$ cat src/sv/fixed_point_alu_macros.svh
// assertion macros for the fixed-point alu
// included by the top level, no other dependencies
`ifndef FIXED_POINT_ALU_MACROS_SVH
`define FIXED_POINT_ALU_MACROS_SVH

// same-cycle implication, reset disables the check
`define FPA_ASSERT_IMPL(label, clk, rst_n, ante, cons) \
	label: assert property (@(posedge clk) disable iff (!(rst_n)) (ante) |-> (cons)) \
		else $error("fixed_point_alu check failed");

// next-cycle implication
`define FPA_ASSERT_NEXT(label, clk, rst_n, ante, cons) \
	label: assert property (@(posedge clk) disable iff (!(rst_n)) (ante) |=> (cons)) \
		else $error("fixed_point_alu check failed");

`endif

$ cat src/sv/fpa_pkg.sv
// shared constants and action codes for the fixed-point alu
// no dependencies
package fpa_pkg;
	typedef enum logic [3:0] {
		ACT_ADD = 4'd0,
		ACT_SUB = 4'd1,
		ACT_MUL = 4'd2,
		ACT_DIV = 4'd3,
		ACT_MIN = 4'd4,
		ACT_MAX = 4'd5,
		ACT_CMP = 4'd6,
		ACT_INC = 4'd7,
		ACT_DEC = 4'd8
	} action_t;

	// quotient bits resolved per divider stage
	localparam int DIV_STEPS = 2;
endpackage

$ cat src/sv/fpa_div_stage.sv
// STEPS restoring-division steps for one divider pipeline stage
// depends on fpa_pkg
module fpa_div_stage import fpa_pkg::*; #(
	parameter int DW    = 32,
	parameter int QW    = 40,
	parameter int STEPS = DIV_STEPS
) (
	input  logic [DW-1:0] divisor,
	input  logic [DW:0]   rem_in,
	input  logic [QW-1:0] num_in,
	output logic [DW:0]   rem_out,
	output logic [QW-1:0] num_out
);
	always_comb begin
		logic [DW:0]   r;
		logic [QW-1:0] n;
		logic [DW:0]   t;
		r = rem_in;
		n = num_in;
		for (int i = 0; i < STEPS; i++) begin
			// numerator msb shifts into the remainder, quotient bit shifts into the lsb
			t = {r[DW-1:0], n[QW-1]};
			if (t >= {1'b0, divisor}) begin
				r = t - {1'b0, divisor};
				n = {n[QW-2:0], 1'b1};
			end else begin
				r = t;
				n = {n[QW-2:0], 1'b0};
			end
		end
		rem_out = r;
		num_out = n;
	end
endmodule

$ cat config.mk
export PLATFORM = sky130hd
export DESIGN_NAME = fpa_div_stage
export DESIGN_NICKNAME = d
export VERILOG_FILES = /design/src/sv/fixed_point_alu_macros.svh /design/src/sv/fpa_pkg.sv /design/src/sv/fpa_div_stage.sv
export SDC_FILE = /design/constraint.sdc
export NUM_CORES = 1
export LEC_CHECK = 0
export BUFFER_PORTS_ARGS = -buffer_cell sky130_fd_sc_hd__clkbuf_2
export CORE_UTILIZATION = 48
export DETAILED_ROUTE_END_ITERATION = 10
export PLACE_DENSITY = 0.92
export SLEW_MARGIN = 20
export SYNTH_ARGS = -nofsm -noshare
export SYNTH_HDL_FRONTEND = slang
export SYNTH_SLANG_ARGS = --single-unit
$ cat constraint.sdc
create_clock -name vclk -period 6.4
set_input_delay 0.96 -clock vclk [all_inputs]
set_output_delay 0.96 -clock vclk [all_outputs]
set_load 0.01 [all_outputs]
==> run metrics <==
status=finished, violations left; violated checks=DRC, setup timing; Die X=100 um; Clock buffer cells=0; leakage power=0.00365 uW; ranking of synthesized cells by area=ha_1 (17%), mux2_4 (9.4%), xnor2_1 (7.0%), a21oi_1 (6.6%), buf_4 (6.3%); most instantiated cells after synthesis=ha_1 (64), a21oi_1 (61), nand2_1 (55), o21ai_0 (54), inv_1 (51); Synth Net Count=807; Std-Cell Rows=35; number of I/O port buffers=101; net switching power=871 uW; hold crit path type=in2out; CP arrival=5980 ps; period utilization=1.08; top-count cell post-synth=ha_1; vias in the first global route=6,252; starting density of the core=0.499; largest net degree at the start of global routing=23; Sequential Power Share=0; Mapped Area=4650 um^2; origin of the worst min-delay path=num_in[8]; All-Layer GR Usage=0.346; final setup fails=34; first-pass GRT wire length=28,600 um; Hold Path Depth=0; WS Path Type=in2out; Final Power=1780 uW; Reg area=0 um^2; RSZ-0062 raised after global routing=true; Slew Limit Fails=0; Critical Path Most Common Cell=buf_6; Synth top area share=0.172; fin area=7100 um^2; WHS Endpoint=num_out[10]; Netlist cell types=70; Antenna Nets Post-Route=0; layout cells sized above 1=0.474; sequential cells=0; Mapped Cells=636; required time worst endpoint=5440 ps; total number of vias=7,085; Total Nets Final=1,068; CP Buf/Inv Count=7; slowest cell delay on critical path=410 ps; startpoint types=primary input; aggregate global routing overflow=0; warnings from Yosys=0; DP HPWL=13,700 um; Die ar.=10,100 um^2; sequential fraction of the synthesis area=0; fin util=0.761; final hold vios=0; Slew headroom=0.671; Min Clock Period, post-route=6940 ps; Diodes inserted=0; DRT Pass-1 Iters=11; syn avg cell area=7.31 um^2; DR WL/cell=22.5 um; WL final=23,000 um; Fillers=528; cell with the largest stage delay on the worst path=ha_1; P_int=912 uW; pwr dens=251 nW/um^2; core footprint=9330 um^2; Placer Congestion=0.934; Die Span Y=100 um; crit path from=divisor[17]; # hold bufs at CTS=0; initial antenna violation count=0; Worst Setup End Kind=output pin; Comb pwr share=1.000; clock share of power=0; area added between synthesis and finish=52.6%; Least-Margin Pin Slew=490 ps; switching share of power=0.488; Fin Hold WS=1920 ps; MaxCap Viol Count=0; Via density=6.92; largest area contributor in the netlist=ha_1; setup slack after layout=-540 ps; Iter 0 DRT Violations=1,140; DRC viols=24; IO Count=178; dpl cell area=6390 um^2; VDD IR max=116 uV; setup TNS=-16,350 ps; critical path peak fanout=11; achievable frequency=0.144 GHz; delay-heaviest family, CP=compound AO/OA/AOI/OAI gates
[metal layers]
layer	GRT usage	share of wire	up-vias
li1	-	-	2800
met1	0.404	0.34	3126
met2	0.608	0.43	808
met3	0.0508	0.13	351
met4	0.183	0.10	0
met5	0	0	-
[final cells by class]
type | count | area, um^2 | area share
Inverter | 52 | 201 | 0.0284
Multi-Input combinational cell | 524 | 4360 | 0.615
Tap cell | 129 | 161 | 0.0227
Timing Repair Buffer | 319 | 2370 | 0.334
[power groups by stage]
stage,Sequential (uW),Combinational [uW],Clock (uW)
2_1_floorplan,0,911,0
3_3_place_gp,0,1350,0
3_5_place_dp,0,1410,0
4_1_cts,0,1490,0
5_1_grt,0,1840,0
6_report,0,1780,0
[layout by cell type, fill, tap and decap left out, types with 10 or more instances in the layout]
cell type	instances
nand4_1	10
nand3_1	12
inv_1	49
o21ai_0	36
xnor2_1	37
a21o_1	18
a21oi_2	10
clkbuf_2	80
xor2_1	18
buf_4	206
buf_6	21
mux2_4	32
ha_1	54
nor2_1	23
nand2_1	55
o21ai_1	12
a21oi_1	51
[timing repair]
item,4_1_cts,5_1_grt
buffers inserted,18,15
cloned,1,2
resized for setup,33,94
pin swaps,31,44
setup endpoints to repair,34,34
[through the flow]
step                      cells  setup WS (ps)
after global placement      991           -270
after global routing       1024           -698
after floorplan             636          -84.7
after detailed placement    991           -434
after CTS                  1009           -279
final                      1024           -540
[worst max path at each step]
stage / cells after the start / slack, ps / endpoint
6_report: 25 / -540 / rem_out[19]
5_1_grt: 27 / -700 / rem_out[19]
4_1_cts: 25 / -280 / rem_out[9]
3_5_place_dp: 22 / -430 / rem_out[30]
3_3_place_gp: 22 / -270 / rem_out[30]
2_1_floorplan: 23 / -80 / rem_out[23]
[cell families (layout without fill, tap and decap cells)]
group	count (synthesis)	after routing	share of synthesized area
buf+inv	112	371	0.136
compound gates	216	216	0.302
mux	38	38	0.117
xor+xnor	55	55	0.104
fa+ha+maj	66	66	0.181
simple gates	149	149	0.161
(Power assumes the default switching activity.)
